<file path="src/rtl/pwmt_pkg.sv">
// shared types and constants for the four-channel pwm timer
// no dependencies
`default_nettype none

package pwmt_pkg;

	localparam int CMD_BITS     = 3;
	localparam int CHANNEL_BITS = 2;
	localparam int VALUE_BITS   = 17;
	localparam int FIELD_BITS   = 16;
	localparam int ENABLE_BITS  = 4;
	localparam int CFG_IDX_BITS = 2;
	localparam int PWM_BITS     = 4;

	localparam logic [FIELD_BITS-1:0] PERIOD_RESET = 16'hFFFF;

	typedef enum logic [CMD_BITS-1:0] {
		CMD_TICK         = 3'd0,
		CMD_SET_COMPARE  = 3'd1,
		CMD_START        = 3'd2,
		CMD_STOP         = 3'd3,
		CMD_FORCE_UPDATE = 3'd4
	} cmd_t;

	typedef enum logic [CFG_IDX_BITS-1:0] {
		REG_PRESCALER      = 2'd0,
		REG_PERIOD         = 2'd1,
		REG_CHANNEL_ENABLE = 2'd2
	} reg_idx_t;

	typedef struct packed {
		logic [CMD_BITS-1:0]     command;
		logic [CHANNEL_BITS-1:0] channel;
		logic [VALUE_BITS-1:0]   value;
	} item_t;

endpackage

`default_nettype wire

</file>
<file path="src/rtl/four_channel_pwm_timer.sv">
// top level of the four-channel edge-aligned pwm timer with prescaler
// depends on pwmt_pkg, pwmt_in_stage and pwmt_core
`default_nettype none

// Each input item (tick, set compare, start, stop, force update) produces
// exactly one result carrying the channel levels, the main counter and the
// update flag as they stand after that item. The block takes one item per
// clock cycle unless stalled; a result passes through the input register
// and then through the counter and compare logic into the result register.
// Results leave in order and stall the input only when both registers are
// full and the result is not taken. Set compare writes the buffered
// compare; the active compares follow at a counter overflow or a force
// update. Configuration writes (prescaler, period, channel enable) take
// effect at once and are meant for when no transfer is in flight.
module four_channel_pwm_timer #(
	parameter int NUM_CHANNELS = 4,
	parameter int COUNTER_BITS = 16
) (
	input  wire logic                              clk,
	input  wire logic                              arst_n,
	input  wire logic                              cfg_wr_en,
	input  wire logic [pwmt_pkg::CFG_IDX_BITS-1:0] cfg_index,
	input  wire logic [pwmt_pkg::FIELD_BITS-1:0]   cfg_data,
	input  wire logic                              in_valid,
	output logic                                   in_ready,
	input  wire logic [pwmt_pkg::CMD_BITS-1:0]     command,
	input  wire logic [pwmt_pkg::CHANNEL_BITS-1:0] channel,
	input  wire logic [pwmt_pkg::VALUE_BITS-1:0]   value,
	output logic                                   out_valid,
	input  wire logic                              out_ready,
	output logic [pwmt_pkg::PWM_BITS-1:0]          pwm_out,
	output logic [pwmt_pkg::FIELD_BITS-1:0]        count,
	output logic                                   update_event
);
	import pwmt_pkg::*;

	item_t item;
	item_t item_s1;
	logic  valid_s1;
	logic  take;

	assign item.command = command;
	assign item.channel = channel;
	assign item.value   = value;

	pwmt_in_stage u_in_stage (
		.clk      (clk),
		.arst_n   (arst_n),
		.in_valid (in_valid),
		.in_ready (in_ready),
		.item     (item),
		.take     (take),
		.valid_s1 (valid_s1),
		.item_s1  (item_s1)
	);

	pwmt_core #(
		.NUM_CHANNELS (NUM_CHANNELS),
		.COUNTER_BITS (COUNTER_BITS)
	) u_core (
		.clk          (clk),
		.arst_n       (arst_n),
		.cfg_wr_en    (cfg_wr_en),
		.cfg_index    (cfg_index),
		.cfg_data     (cfg_data),
		.valid_s1     (valid_s1),
		.item_s1      (item_s1),
		.take         (take),
		.out_valid    (out_valid),
		.out_ready    (out_ready),
		.pwm_out      (pwm_out),
		.count        (count),
		.update_event (update_event)
	);

endmodule

`default_nettype wire

</file>
<file path="src/rtl/pwmt_in_stage.sv">
// input register of the pwm timer: holds one accepted command item
// depends on pwmt_pkg
`default_nettype none

module pwmt_in_stage (
	input  wire logic           clk,
	input  wire logic           arst_n,
	input  wire logic           in_valid,
	output logic                in_ready,
	input  wire pwmt_pkg::item_t item,
	input  wire logic           take,
	output logic                valid_s1,
	output pwmt_pkg::item_t     item_s1
);
	import pwmt_pkg::*;

	assign in_ready = !valid_s1 || take;

	always_ff @(posedge clk or negedge arst_n) begin
		if (!arst_n) begin
			valid_s1 <= 1'b0;
		end else if (in_ready) begin
			valid_s1 <= in_valid;
		end
	end

	always_ff @(posedge clk) begin
		if (in_valid && in_ready) begin
			item_s1 <= item;
		end
	end

endmodule

`default_nettype wire

</file>
<file path="src/rtl/pwmt_core.sv">
// timer state, configuration registers, per-item update and result register
// depends on pwmt_pkg
`default_nettype none

module pwmt_core #(
	parameter int NUM_CHANNELS = 4,
	parameter int COUNTER_BITS = 16
) (
	input  wire logic                              clk,
	input  wire logic                              arst_n,
	input  wire logic                              cfg_wr_en,
	input  wire logic [pwmt_pkg::CFG_IDX_BITS-1:0] cfg_index,
	input  wire logic [pwmt_pkg::FIELD_BITS-1:0]   cfg_data,
	input  wire logic                              valid_s1,
	input  wire pwmt_pkg::item_t                   item_s1,
	output logic                                   take,
	output logic                                   out_valid,
	input  wire logic                              out_ready,
	output logic [pwmt_pkg::PWM_BITS-1:0]          pwm_out,
	output logic [pwmt_pkg::FIELD_BITS-1:0]        count,
	output logic                                   update_event
);
	import pwmt_pkg::*;

	localparam int CW = (COUNTER_BITS > VALUE_BITS) ? COUNTER_BITS : VALUE_BITS;

	logic [FIELD_BITS-1:0]   prescaler_q;
	logic [FIELD_BITS-1:0]   period_q;
	logic [ENABLE_BITS-1:0]  enable_q;

	logic [FIELD_BITS-1:0]   psc_q, psc_d;
	logic [COUNTER_BITS-1:0] cnt_q, cnt_d;
	logic [VALUE_BITS-1:0]   buf_q [NUM_CHANNELS];
	logic [VALUE_BITS-1:0]   buf_d [NUM_CHANNELS];
	logic [VALUE_BITS-1:0]   act_q [NUM_CHANNELS];
	logic [VALUE_BITS-1:0]   act_d [NUM_CHANNELS];
	logic                    run_q, run_d;
	logic                    evt_d;
	logic                    load;
	logic [PWM_BITS-1:0]     pwm_d;
	logic                    fire;

	assign take = !out_valid || out_ready;
	assign fire = valid_s1 && take;

	// configuration writes
	always_ff @(posedge clk or negedge arst_n) begin
		if (!arst_n) begin
			prescaler_q <= '0;
			period_q    <= PERIOD_RESET;
			enable_q    <= '0;
		end else if (cfg_wr_en) begin
			case (reg_idx_t'(cfg_index))
				REG_PRESCALER:      prescaler_q <= cfg_data;
				REG_PERIOD:         period_q    <= cfg_data;
				REG_CHANNEL_ENABLE: enable_q    <= cfg_data[ENABLE_BITS-1:0];
				default: ;
			endcase
		end
	end

	// next state for one item
	always_comb begin
		psc_d = psc_q;
		cnt_d = cnt_q;
		run_d = run_q;
		evt_d = 1'b0;
		load  = 1'b0;
		buf_d = buf_q;
		case (cmd_t'(item_s1.command))
			CMD_TICK: begin
				if (run_q) begin
					if (psc_q >= prescaler_q) begin
						psc_d = '0;
						if (CW'(cnt_q) >= CW'(period_q)) begin
							cnt_d = '0;
							load  = 1'b1;
							evt_d = 1'b1;
						end else begin
							cnt_d = cnt_q + COUNTER_BITS'(1);
						end
					end else begin
						psc_d = psc_q + FIELD_BITS'(1);
					end
				end
			end
			CMD_SET_COMPARE: begin
				for (int c = 0; c < NUM_CHANNELS; c++) begin
					if (item_s1.channel == CHANNEL_BITS'(c)) begin
						buf_d[c] = item_s1.value;
					end
				end
			end
			CMD_START: run_d = 1'b1;
			CMD_STOP:  run_d = 1'b0;
			CMD_FORCE_UPDATE: begin
				psc_d = '0;
				cnt_d = '0;
				load  = 1'b1;
				evt_d = 1'b1;
			end
			default: ;
		endcase
		for (int c = 0; c < NUM_CHANNELS; c++) begin
			act_d[c] = load ? buf_q[c] : act_q[c];
		end
	end

	// channel compares on the updated state
	for (genvar c = 0; c < PWM_BITS; c++) begin : g_pwm
		if (c < NUM_CHANNELS) begin : g_on
			assign pwm_d[c] = enable_q[c] && (CW'(cnt_d) < CW'(act_d[c]));
		end else begin : g_off
			assign pwm_d[c] = 1'b0;
		end
	end

	always_ff @(posedge clk or negedge arst_n) begin
		if (!arst_n) begin
			psc_q <= '0;
			cnt_q <= '0;
			run_q <= 1'b0;
			for (int c = 0; c < NUM_CHANNELS; c++) begin
				buf_q[c] <= '0;
				act_q[c] <= '0;
			end
		end else if (fire) begin
			psc_q <= psc_d;
			cnt_q <= cnt_d;
			run_q <= run_d;
			buf_q <= buf_d;
			act_q <= act_d;
		end
	end

	// result register
	always_ff @(posedge clk or negedge arst_n) begin
		if (!arst_n) begin
			out_valid <= 1'b0;
		end else if (take) begin
			out_valid <= valid_s1;
		end
	end

	always_ff @(posedge clk) begin
		if (fire) begin
			pwm_out      <= pwm_d;
			count        <= FIELD_BITS'(cnt_d);
			update_event <= evt_d;
		end
	end

endmodule

`default_nettype wire
</file>
<file path="config.mk">
export PLATFORM = sky130hd
export DESIGN_NAME = four_channel_pwm_timer
export DESIGN_NICKNAME = d
export VERILOG_FILES = /design/src/rtl/pwmt_pkg.sv /design/src/rtl/four_channel_pwm_timer.sv /design/src/rtl/pwmt_in_stage.sv /design/src/rtl/pwmt_core.sv
export SDC_FILE = /design/constraint.sdc
export NUM_CORES = 1
export LEC_CHECK = 0
export BUFFER_PORTS_ARGS = -buffer_cell sky130_fd_sc_hd__buf_2
export CORE_MARGIN = 1
export CORE_UTILIZATION = 50
export DETAILED_ROUTE_END_ITERATION = 10
export GPL_TIMING_DRIVEN = 0
export MAX_ROUTING_LAYER = met4
export PLACE_DENSITY = 0.78
export REMOVE_ABC_BUFFERS = 1
export SLEW_MARGIN = 20
export SYNTH_ARGS = -nofsm -noshare
export SYNTH_HDL_FRONTEND = slang
export SYNTH_SLANG_ARGS = --single-unit
</file>
<file path="constraint.sdc">
create_clock -name clk -period 4.6 [get_ports clk]
set_input_delay 0.92 -clock clk [delete_from_list [all_inputs] [get_ports clk]]
set_output_delay 0.92 -clock clk [all_outputs]
set_load 0.1 [all_outputs]
</file>
After elaboration in Yosys (flattened, before gate mapping). Index checks and enable logic that the tools add are counted.

$add $sub $neg: 2. Magnitude comparators: 6. Reduce and logical (&&, ||, !) cells: 24. Mux-type cells: 16. Eq/ne operators: 10.

Operators by type and width (number): two-way mux 16 bit (5); less-than comparator 16 x 17 -> 1 bit (4); two-way mux 17 bit (4); case mux 16 bit (2 select lines) (2); adder 16 x 1 -> 16 bit (second input constant) (2); greater-or-equal comparator 16 bit (2); AND reduction 3 bit (5); AND reduction 2 bit (4); == test 2 bit (second input constant) (3); == test 3 x 2 -> 1 bit (second input constant) (2); logical AND 1 bit (6); == test 2 x 1 -> 1 bit (second input constant) (2); zero test 2 bit (2); case mux 1 bit (2 select lines) (2); nonzero test 2 bit (2); == test 3 x 1 -> 1 bit (second input constant) (1); == test 3 bit (second input constant) (1); zero test 3 bit (1); two-way mux 1 bit (3); zero test 1 bit (2); logical OR 1 bit (2); != test 2 x 1 -> 1 bit (second input constant) (1).

Logic and storage cells: 80. Flip-flop bits (word level): 250.

Logic depth before layout (Yosys ltp). Gate-level depths: netlist of the first run.

Word-level depth: 8. Gate-level depth with buffers: 19. Gate-level depth less buffers: 17.

By module. Synthesis of the first run repeated with hierarchy kept, for this count alone.

Cells, all modules: 1128. Area, all modules: 12642.1 µm².

Modules (own cells, without submodules): pwmt_core (instances 1, area an instance 11927.7 µm², cells an instance 1102); pwmt_in_stage (instances 1, area an instance 714.4 µm², cells an instance 26).

Worst setup path before layout of the first run. OpenSTA, ideal clock, no wires.

Path type: register to register. From: register u_core.cnt_q[0]. To: register u_core.pwm_out[3] in the netlist's numbering (data pin). Setup slack: 0.464 ns. Buffers on the path: 1. Data arrival time: 3.960 ns. Cell stages (with the launch flop): 19. Data required time: 4.424 ns. Path through: dfrtp_1 inv_1 ha_1 nand2b_1 a2111o_1 a311oi_2 o211ai_2 clkbuf_1 o211ai_1 a21oi_1 o21ai_0 ha_1 a21o_1 a211o_1 a21oi_1 o21ai_0 a21oi_1 nor4_1 o32ai_1.

RTL lines: start, declared (RTL line pwmt_core.sv:32) `logic [COUNTER_BITS-1:0] cnt_q, cnt_d;`; start signal, assigned (RTL line pwmt_core.sv:129) `cnt_q <= cnt_d;`; adder 16 x 1 -> 16 bit or greater-or-equal comparator 16 bit (tied branches) (RTL line pwmt_core.sv:80, pwmt_core.sv:75); two-way mux 16 bit (*) (RTL line pwmt_core.sv:75) `if (CW'(cnt_q) >= CW'(period_q)) begin`; two-way mux 16 bit (*) (RTL line pwmt_core.sv:73) `if (psc_q >= prescaler_q) begin`; two-way mux 16 bit (*) (RTL line pwmt_core.sv:72) `if (run_q) begin`; case mux 16 bit (2 select lines) (*) (RTL line pwmt_core.sv:70) `case (cmd_t'(item_s1.command))`; net u_core.cnt_d[10] (RTL line pwmt_core.sv:32); less-than comparator 16 x 17 -> 1 bit (*) (RTL line pwmt_core.sv:112) `assign pwm_d[c] = enable_q[c] && (CW'(cnt_d) < CW'(act_d[c]));`; logical AND 1 bit (*) (RTL line pwmt_core.sv:112); net u_core.pwm_d[3] (RTL line pwmt_core.sv:40) `logic [PWM_BITS-1:0] pwm_d;`; end signal, assigned (RTL line pwmt_core.sv:147) `pwm_out <= pwm_d;`; end, declared (RTL line pwmt_core.sv:19) `output logic [pwmt_pkg::PWM_BITS-1:0] pwm_out,`.

Mark *: on every way through the listed nets, which the timed path passes. The rest lies on a longest branch. A chain may end at the register's enable or synchronous reset.

Worst setup path in the final report of the first run.
From: register u_core.period_q[0]. To: register u_core.pwm_out[2] in the netlist's numbering (data pin).

RTL lines: start, declared (RTL line pwmt_core.sv:28) `logic [FIELD_BITS-1:0] period_q;`; start signal, assigned (RTL line pwmt_core.sv:55) `REG_PERIOD: period_q <= cfg_data;`; greater-or-equal comparator 16 bit (RTL line pwmt_core.sv:75); two-way mux 16 bit (RTL line pwmt_core.sv:75); two-way mux 16 bit (RTL line pwmt_core.sv:73); two-way mux 16 bit (RTL line pwmt_core.sv:72); case mux 16 bit (2 select lines) (RTL line pwmt_core.sv:70); net u_core.cnt_d[2] (RTL line pwmt_core.sv:32); less-than comparator 16 x 17 -> 1 bit (RTL line pwmt_core.sv:112); logical AND 1 bit (RTL line pwmt_core.sv:112); net u_core.pwm_d[2] (RTL line pwmt_core.sv:40).

The timed path passes the listed nets, and every way through them passes these cells.

==> results by group, run 1 <==
Status
  • Status: completed

Layout
  • Final instance area: 15,600 sq um
  • Share of layout cells above drive strength 1: 29.0%
  • Fin nets: 1,389
  • Synth-to-layout area growth: 21.6%
  • Layout Cells excl Fill: 1,602
  • Number of diodes: 0

Critical path
  • CP arrival: 4.92 ns
  • Crit path largest cell delay: 0.54 ns
  • Crit start category: register
  • Crit Path Category: reg2reg
  • CP Data Required Time: 4.97 ns
  • Critical path startpoint: u_core.period_q[0]
  • R2r startpoint: u_core.period_q[0]
  • Slowest CP cell: dfstp_2
  • Crit-path max FO: 7
  • Most used cell, CP: a21o_1
  • Cell Chain, Critical Path: ha_1, nand2b_4, a2111o_1, a311oi_4, o211ai_4, buf_12, a21boi_4, nand2b_1, a31oi_4, buf_6, ha_4, a21o_1, a21o_1, a21o_1, a21oi_2, o2111a_1, o31ai_1, o221ai_2
  • Crit end category: register

Placed design
  • RD Place Congestion: 0.866
  • Hpwl dp: 21,000 um
  • Placed Area: 13,700 sq um
  • Worst slack, placed: -1.42 ns
  • Port bufs: 67
  • Placed Cells: 1,494

CTS
  • Cts hold-fix bufs: 0
  • CTS buffer count: 28
  • Number of clock sinks: 250
  • Clock buffer depth: 3
  • H-tree levels: 1
  • Root buf cell: clkbuf_16
  • Clk_lat worst skew: 0.56 ns
  • CTS tree: done
  • Reg clk slew, reported paths: 0.07 ns

Die
  • Row Count: 58
  • # IOs: 68
  • Die width: 162 um
  • Starting density of the core: 50.9%
  • Die span in y: 162 um
  • Core area: 25,200 sq um
  • Die area: 26,300 sq um

Power
  • Peak supply drop: 0.000350 V
  • Clock share of power: 33.7%
  • Flop pwr share: 42.0%
  • Switch share: 31.2%
  • Switch Pwr: 2.21 mW
  • Internal power: 4.87 mW
  • Cell Pwr Density: 454 nW/um^2
  • Combinational Power Share: 24.3%
  • Pleak: 7.39 nW

GRT
  • Total gr overflow: 0
  • Initial antenna violation count: 0
  • First-pass GRT wire length: 49,700 um
  • Vias in the first global route: 9,346
  • Aggregate global-route resource usage: 24.7%
  • Largest net degree at the start of global routing: 127

Timing
  • Tcrit/Tclk final: 98.9%
  • Final setup fails: 0
  • Final Skew: 0.0215 ns
  • Tmin final: 4.55 ns
  • Hold Vio Cnt, Final: 0
  • Final Max Tran Viols: 0
  • Unrepaired setup endpoints after global routing: yes
  • Worst hold margin: 0.326 ns
  • Setup TNS: 0 ns
  • Setup ws final: 0.0491 ns
  • Slew margin rel.: 20.7%
  • Fmax: 220 MHz
  • Slew @ Worst Pin: 1.19 ns

Yosys
  • Gate Count Post-Synth: 1,126
  • Seq cells post-synth: 250
  • Mapped Area: 12,800 sq um
  • Largest cells by area after synthesis: dfrtp_1 (37%), edfxtp_1 (10%), ha_1 (9.2%)
  • Area leader, netlist: dfrtp_1
  • Post-synth EDFFs: 43
  • Post-synth top area share: 37.3%
  • Seq/Total Area, Yosys: 50.7%
  • Main synth FF type: dfrtp_1
  • Async SR Flop Fraction: 82.8%
  • Synth Area per Inst: 11.4 sq um
  • Yosys cell types: 63
  • YS warnings: 0

Detailed routing
  • Via count: 9,488
  • First-pass iteration count of the detailed router: 5
  • Vias per inst: 5.92
  • Wire length per cell: 19.9 um
  • Antenna viol nets, final: 0
  • Violation count after the first detailed-route iteration: 698
  • Final wirelength: 31,800 um
  • Post-route DRC: 0

Worst hold path
  • Hold/Removal Path Class: in2async

Job
  • Max-cap violations: 0
==> critical path, delay by kind of cell, from the launching register on <==
kind / cells / cell delay, ns
compound gates: 12 / 2.74
flops: 1 / 0.54
fa+ha+maj: 2 / 0.43
buf+inv: 2 / 0.35
simple gates: 2 / 0.29
==> layout make-up <==
type	instances	area, sq um
multi-input cells	787	6430
well taps	330	413
repair buffers	134	1060
inverters	49	184
clock inverters	10	143
flip-flops and latches	250	6490
fillers	1874	9600
clock buffers	42	866
==> path summary, 6_finish.rpt <==
check	slack (ns)	cells after the start	to
setup / recovery	0.05	18	u_core.pwm_out[2]
min in group clk	0.49	2	u_core.act_q[26]
hold reg to reg	0.49	2	u_core.act_q[26]
setup reg to reg	0.05	18	u_core.pwm_out[2]
hold / removal	0.33	1	u_core.buf_q[8]
max in group asynchronous	3.47	2	u_core.period_q[2]
==> routing by layer <==
| metal | routed length, um | track usage (%) |
|---|---|---|
| met2 | 14900 | 38.2 |
| met4 | 1060 | 8.88 |
| met1 | 14000 | 33.0 |
| met5 | 0 | - |
| met3 | 1850 | 4.01 |
==> power groups by stage <==
stage / Sequential (mW) / Combinational (mW) / Clock [mW]
2_1_floorplan: 3.06 / 0.962 / 0
3_3_place_gp: 2.96 / 1.44 / 0
3_5_place_dp: 2.98 / 1.50 / 0
4_1_cts: 2.95 / 1.61 / 2.43
5_1_grt: 3.01 / 1.88 / 2.50
6_report: 2.97 / 1.72 / 2.38
==> state kept, by name, indices dropped and copies added, names as in the netlist <==
signal,flops
u_core.enable_q,4
u_in_stage.item_s1,22
u_core.update_event,1
u_core.pwm_out,4
u_core.psc_q,16
u_core.period_q,16
u_core.out_valid,1
u_core.buf_q,68
u_in_stage.valid_s1,1
u_core.prescaler_q,16
u_core.count,16
u_core.run_q,1
u_core.act_q,68
u_core.cnt_q,16
==> Yosys cell counts (29+ instances only) <==
cell type and instances:
dfrtp_1 191, inv_1 49, nand4_1 29, mux2i_1 67, nor2_1 44, o21ai_0 36
mux2_2 90, o21ai_1 60, nand2_1 123, ha_1 94, a21oi_1 35, edfxtp_1 43
==> cell usage in the layout, fill, tap and decap left out, types with 6 or more instances in the layout <==
cell       instances
a211oi_1           7
a21o_1            26
a21oi_1           26
a21oi_2            9
a31oi_1           11
a31oi_4            6
and2_1             6
and3_1             7
buf_2             66
buf_4             48
buf_6              6
clkbuf_16         31
clkbuf_8           7
dfrtp_1          190
dfstp_2           16
edfxtp_1          43
ha_1              92
inv_1             48
mux2_2            90
mux2_4             8
mux2i_1           58
mux2i_2            6
nand2_1          123
nand2b_1           9
nand3_1           26
nand4_1           29
nor2_1            43
o211ai_1           7
o21ai_0           30
o21ai_1           61
xnor2_1            6
xor2_1             9
==> repair_timing <==
action | 4_1_cts | 5_1_grt
pin swaps | 14 | 25
buffers inserted | 25 | 27
endpoints found under the setup margin | 4 | 4
gates resized for setup | 47 | 38
gates cloned | 3 | 1
==> per-stage QoR <==
step                      total power [mW]  utilization (%)
after floorplan                       4.02                -
final                                 7.07             61.9
after global placement                4.39             52.9
after global routing                  7.40             61.9
after CTS                             6.99             60.2
after detailed placement              4.49             54.3
==> cell families after synthesis <==
kind of cell / after synthesis / synth area share [%]
buffers and inverters: 93 / 3.32
and+or+nand+nor: 276 / 10.2
adders and majority gates: 94 / 9.18
muxes: 165 / 14.1
AOI/OAI and AO/OA: 233 / 11.5
xor gates and xnor gates: 15 / 1.03
DFF: 250 / 50.7
Power figures use the tool's default switching activity.
==> run 2, diff against run 1 <==
Settings changed: PLACE_DENSITY 0.78 to 0.67.
Clock period 4.6 ns to 5.1 ns, I/O delays scaled along.
==> run 2 against run 1 <==
  * Global-route usage decreased by 0.53 points
  * Register-to-register slack improved by 0.11 ns
  * Clock-buffer cell count decreased by 3
  * Clock power decreased by 19%
  * Non-clock buffer count decreased by 50
  * Sequential share of layout area increased by 2.4 points
  * Final area decreased by 5.4%
  * Wire length decreased by 5.6%
  * Sequential power decreased by 10%
  * Combinational power decreased by 19%
  * Via count decreased by 6.2%
  * Largest cell class unchanged
==> results by group, run 2 (synthesis gave the netlist of run 1 again) <==
Status
  • Status: completed

Layout
  • Layout Cells excl Fill: 1,549
  • Number of diodes: 0
  • Synth-to-layout area growth: 15.1%
  • Most common cell after layout, fill and taps aside: dfrtp_1
  • Commonest non-fill, non-tap cells in the layout: dfrtp_1 (191), nand2_1 (123), ha_1 (94), mux2_2 (90), buf_2 (67)
  • Fin nets: 1,336
  • Largest regs: u_core.act_q x68, u_core.buf_q x68, u_in_stage.item_s1 x22
  • Share of layout cells above drive strength 1: 22.4%

Critical path
  • CP Data Required Time: 5.42 ns
  • R2R setup slack: 0.16 ns
  • Crit end category: register
  • Crit start category: register
  • Worst R2R Path Depth: 14
  • CP arrival: 5.26 ns
  • Critical path startpoint: u_in_stage.item_s1[19]
  • R2r startpoint: u_in_stage.item_s1[19]
  • Crit Path Category: reg2reg
  • Crit-path max FO: 14

Timing
  • Fmax: 202 MHz
  • Slew @ Worst Pin: 1.07 ns
  • Setup ws final: 0.158 ns
  • Final Max Tran Viols: 0
  • Hold Vio Cnt, Final: 0
  • Final Skew: 0.0116 ns
  • Setup TNS: 0 ns
  • Tmin final: 4.94 ns
  • Worst hold margin: 0.438 ns
  • Tcrit/Tclk final: 96.9%
  • Final setup fails: 0
  • Slew margin rel.: 28.2%

GRT
  • First-pass GRT wire length: 48,300 um
  • Vias in the first global route: 8,726
  • Total gr overflow: 0
  • Initial antenna violation count: 0
  • Largest net degree at the start of global routing: 116
  • Aggregate global-route resource usage: 24.2%

Die
  • Die area: 26,300 sq um
  • Starting density of the core: 50.9%
  • Core area: 25,200 sq um
  • Die width: 162 um
  • # IOs: 68
  • Die span in y: 162 um
  • Row Count: 58

Detailed routing
  • Violation count after the first detailed-route iteration: 687
  • Via count: 8,896
  • First-pass iteration count of the detailed router: 5
  • Vias per inst: 5.74
  • Wire length per cell: 19.4 um
  • Post-route DRC: 0
  • Final wirelength: 30,000 um
  • Antenna viol nets, final: 0

CTS
  • Clock buffer depth: 3
  • H-tree levels: 1
  • Clk_lat worst skew: 0.54 ns
  • Reg clk slew, reported paths: 0.06 ns
  • Number of clock sinks: 250
  • CTS tree: done
  • Root buf cell: clkbuf_16
  • CTS buffer count: 28
  • Cts hold-fix bufs: 0

Power
  • Pleak: 7.06 nW
  • Internal power: 4.10 mW
  • Combinational Power Share: 23.4%
  • Peak supply drop: 0.000301 V
  • Clock share of power: 32.1%
  • Cell Pwr Density: 405 nW/um^2
  • Switch Pwr: 1.88 mW
  • Total Power: 5.97 mW
  • Flop pwr share: 44.5%
  • Switch share: 31.4%

Placed design
  • Placed Cells: 1,494
  • Hpwl dp: 21,000 um
  • RD Place Congestion: 0.900
  • Worst slack, placed: -0.788 ns
  • Port bufs: 67

Worst hold path
  • Hold/Removal Path Class: in2async

Job
  • Max-cap violations: 0
-- run 2: cell count changes in the layout (fill, tap and decap cells not counted), moves of 4 or more --
cell / previous run / this run
mux2i_1: 58 / 66
a31oi_4: 6 / 2
clkbuf_8: 7 / 2
clkinv_1: 0 / 4
buf_6: 6 / 0
a31oi_2: 0 / 4
a21oi_2: 9 / 2
mux2i_2: 6 / 1
a21oi_1: 26 / 33
o21ai_2: 5 / 1
buf_4: 48 / 3
-- run 2: critical path, cell delays in order, from the launching register on --
cell      delay (ns)
edfxtp_1        0.43
nor2_1          0.84
nand2_1         0.37
nor2_1          0.40
a21boi_4        0.38
nand2b_1        0.13
a31oi_2         0.44
ha_1            0.33
a21o_1          0.18
a21o_1          0.16
a21o_1          0.22
a21oi_1         0.17
o2111a_1        0.21
o31ai_1         0.08
o221ai_1        0.35
-- run 2: layout make-up --
class	count	area [sq um]
Clock buffer	39	783
Clock inverter	13	87.6
Fill cell	2073	10400
Inverter	49	184
Multi-Input combinational cell	784	6110
Sequential cell	250	6490
Tap cell	330	413
Timing Repair Buffer	84	678
-- run 2: worst paths after layout --
| path | to |
|---|---|
| max reg2reg | u_core.pwm_out[0] |
| max | u_core.pwm_out[0] |
| min in group clk | u_core.act_q[5] |
| min reg2reg | u_core.act_q[5] |
| max in group asynchronous | u_core.period_q[1] |
| min | u_core.act_q[7] |
-- run 2: what timing repair did --
item	CTS	global route
cloned	1	0
gates resized for setup	16	9
hold endpoints to repair	0	0
setup endpoints to repair	4	4
pin swaps	1	2
buffers inserted	0	2
-- run 2: per-layer routing --
| layer | up-vias | wire, um | global-route usage (%) |
|---|---|---|---|
| met1 | 4347 | 14600 | 34.7 |
| met5 | - | 0 | - |
| met4 | 0 | 720 | 6.48 |
| met3 | 48 | 1330 | 2.94 |
| li1 | 4269 | - | - |
| met2 | 232 | 13300 | 36.3 |
-- run 2: per-stage QoR --
step           instance area, sq um  utilization [%]
4_1_cts                       14700             58.2
2_1_floorplan                 12600                -
3_3_place_gp                  13300             52.9
5_1_grt                       14700             58.5
3_5_place_dp                  13700             54.4
6_report                      14700             58.5
-- run 2: power by group through the flow --
| stage | sequential, mW | combinational (mW) | clock, mW |
|---|---|---|---|
| 2_1_floorplan | 2.76 | 0.868 | 0 |
| 3_3_place_gp | 2.67 | 1.31 | 0 |
| 3_5_place_dp | 2.69 | 1.36 | 0 |
| 4_1_cts | 2.65 | 1.38 | 1.95 |
| 5_1_grt | 2.70 | 1.55 | 2.03 |
| 6_report | 2.66 | 1.40 | 1.92 |
==> run 3, diff against run 2 <==
Settings changed: PLACE_DENSITY 0.67 to 0.7.
Clock period 5.1 ns to 4.15 ns, I/O delays scaled along.
==> run 3 against run 2 <==
  * The run now ends with negative setup slack left
  * Final area increased by 7.3%
  * Critical endpoint is now u_core.pwm_out[2]
  * Die area stayed put
  * Global-route usage grew 1.1 points
  * First-iteration DRC count is 5.5% lower
  * Non-clock buffer count grew 52
  * Critical path type unchanged
==> results by group, run 3 (synthesis gave the netlist of run 1 again) <==
Critical path
  • Worst R2R End: u_core.pwm_out[2]
  • CP Data Required Time: 4.51 ns
  • R2r startpoint: u_core.psc_q[14]
  • CP top delay family: compound AO/OA/AOI/OAI gates
  • Worst R2R Path Depth: 17
  • R2R setup slack: -0.27 ns
  • Cell Chain, Critical Path: ha_1, and4_4, nand4_1, a2111oi_4, buf_4, a211oi_4, buf_12, buf_4, nor4_4, nand2b_1, a31oi_4, ha_1, a21o_1, a211oi_4, o2111a_2, o31ai_2, o221ai_2
  • Crit Path Category: reg2reg
  • Slowest CP cell: dfrtp_1
  • Crit-path max FO: 5
  • Crit path largest cell delay: 0.41 ns
  • CP arrival: 4.77 ns
  • Crit start category: register
  • Buffers and inverters on the worst path: 3
  • Crit end category: register

Power
  • Pleak: 7.43 nW
  • Switch share: 31.7%
  • Cell Pwr Density: 489 nW/um^2
  • Combinational Power Share: 25.7%
  • Internal power: 5.29 mW
  • Flop pwr share: 42.5%
  • Total Power: 7.74 mW
  • Clock share of power: 31.8%
  • Peak supply drop: 0.000345 V
  • Switch Pwr: 2.45 mW

CTS
  • Cts hold-fix bufs: 0
  • Number of clock sinks: 250
  • Clock buffer depth: 3
  • CTS tree: done
  • Reg clk slew, reported paths: 0.06 ns
  • H-tree levels: 1
  • CTS buffer count: 28
  • Root buf cell: clkbuf_16
  • Clk_lat worst skew: 0.54 ns

Timing
  • Final setup fails: 4
  • Tmin final: 4.42 ns
  • Fmax: 226 MHz
  • Unrepaired setup endpoints after global routing: yes
  • Setup ws final: -0.266 ns
  • Hold Vio Cnt, Final: 0
  • Slew margin rel.: 17.7%
  • Tcrit/Tclk final: 106%
  • Slew @ Worst Pin: 1.23 ns
  • Final Max Tran Viols: 0
  • Final Skew: 0.0139 ns

GRT
  • Total gr overflow: 0
  • First-pass GRT wire length: 50,400 um
  • Largest net degree at the start of global routing: 115
  • Initial antenna violation count: 0
  • Vias in the first global route: 9,362
  • Aggregate global-route resource usage: 25.3%

Layout
  • Share of layout cells above drive strength 1: 31.2%
  • Largest regs: u_core.act_q x68, u_core.buf_q x68, u_in_stage.item_s1 x22
  • Most common cell after layout, fill and taps aside: dfrtp_1
  • Area occupied by multi-input gates: 6680 sq um
  • Synth-to-layout area growth: 23.5%
  • Layout fillers: 1,967
  • FF+latch area: 6490 sq um
  • Commonest non-fill, non-tap cells in the layout: dfrtp_1 (188), nand2_1 (123), mux2_2 (90), ha_1 (86), buf_2 (67)
  • Fin nets: 1,390
  • Number of diodes: 0
  • Layout Cells excl Fill: 1,603

Die
  • Die span in y: 162 um
  • Die width: 162 um
  • # IOs: 68
  • Core area: 25,200 sq um
  • Row Count: 58
  • Starting density of the core: 50.9%
  • Die area: 26,300 sq um

Detailed routing
  • Violation count after the first detailed-route iteration: 649
  • Antenna viol nets, final: 0
  • Wire length per cell: 19.8 um
  • Vias per inst: 5.80
  • Via count: 9,304
  • Final wirelength: 31,700 um
  • Post-route DRC: 0
  • First-pass iteration count of the detailed router: 5

Job
  • Max-cap violations: 0

Placed design
  • Placed Cells: 1,493
  • RD Place Congestion: 0.908
  • Hpwl dp: 20,800 um
  • Port bufs: 67

Status
  • Violated checks: negative setup slack
  • Status: finished with violations

Worst hold path
  • Hold/Removal Path Class: in2async
-- run 3: cell types whose count changed in the layout (fill, tap and decap cells not counted), sizes merged --
cell and change:
clkinv -3, buf +51, bufinv +1, a211o +1, clkbuf +2, a21boi +1
bufbuf +1
-- run 3: metal layers --
| layer | GRT usage, % | vias up | part of all wire, % |
|---|---|---|---|
| li1 | - | 4384 | - |
| met1 | 35.2 | 4604 | 47 |
| met2 | 39.0 | 244 | 46 |
| met3 | 2.91 | 72 | 4.5 |
| met4 | 7.72 | 0 | 3.0 |
| met5 | - | - | 0 |
-- run 3: power groups by stage --
stage	Sequential, mW	Clock (mW)	Combinational [mW]
6_report	3.29	2.46	1.99
4_1_cts	3.28	2.49	1.94
5_1_grt	3.34	2.59	2.18
3_5_place_dp	3.30	0	1.67
2_1_floorplan	3.39	0	1.07
3_3_place_gp	3.28	0	1.61
-- run 3: how the worst max path moves through the flow --
| stage | startpoint | to | slack [ns] | cells after the start |
|---|---|---|---|---|
| 6_report | u_core.psc_q[14] | u_core.pwm_out[2] | -0.27 | 17 |
| 5_1_grt | u_core.psc_q[14] | u_core.pwm_out[3] | -0.42 | 18 |
| 3_5_place_dp | u_core.psc_q[0] | u_core.pwm_out[3] | -2.06 | 17 |
| 4_1_cts | u_core.period_q[0] | u_core.pwm_out[3] | -0.22 | 17 |
| 2_1_floorplan | u_core.cnt_q[0] | u_core.pwm_out[3] | -5.75 | 16 |
| 3_3_place_gp | u_core.cnt_q[0] | u_core.pwm_out[3] | -9.83 | 16 |
-- run 3: what timing repair did --
item                                    CTS  global route
gates resized for setup                 102            30
pin swaps                                39            19
gates cloned                              4             0
setup buffers                            46             9
endpoints found under the setup margin    7             4
-- run 3: worst register-to-register path, stage by stage, from the launching register on --
cell and delay, ns:
dfrtp_1 0.41, ha_1 0.34, and4_4 0.24, nand4_1 0.15, a2111oi_4 0.31, buf_4 0.20, a211oi_4 0.05, buf_12 0.14
buf_4 0.14, nor4_4 0.35, nand2b_1 0.21, a31oi_4 0.18, ha_1 0.30, a21o_1 0.20, a211oi_4 0.33, o2111a_2 0.31
o31ai_2 0.09, o221ai_2 0.27
-- run 3: cell type report --
cell class                 instances  share of cell area [%]
multi-input combinational        786                    42.2
inverter                          49                    1.16
sequential                       250                    41.0
clock buffer                      41                    5.12
timing repair buffer             136                    7.19
clock inverter                    11                   0.656
tap                              330                    2.61
-- run 3: stage by stage --
stage	cell area (sq um)	worst slack, ns	TNS [ns]	hold WS (ns)	util, %
after floorplan	12600	-5.75	-302.92	0.455	-
after global placement	13300	-9.83	-919.09	0.466	52.9
after detailed placement	13700	-2.06	-7.01	0.475	54.3
after CTS	15600	-0.216	-0.839	0.166	61.9
after global routing	15800	-0.423	-1.53	0.167	62.8
final	15800	-0.266	-0.967	0.161	62.8
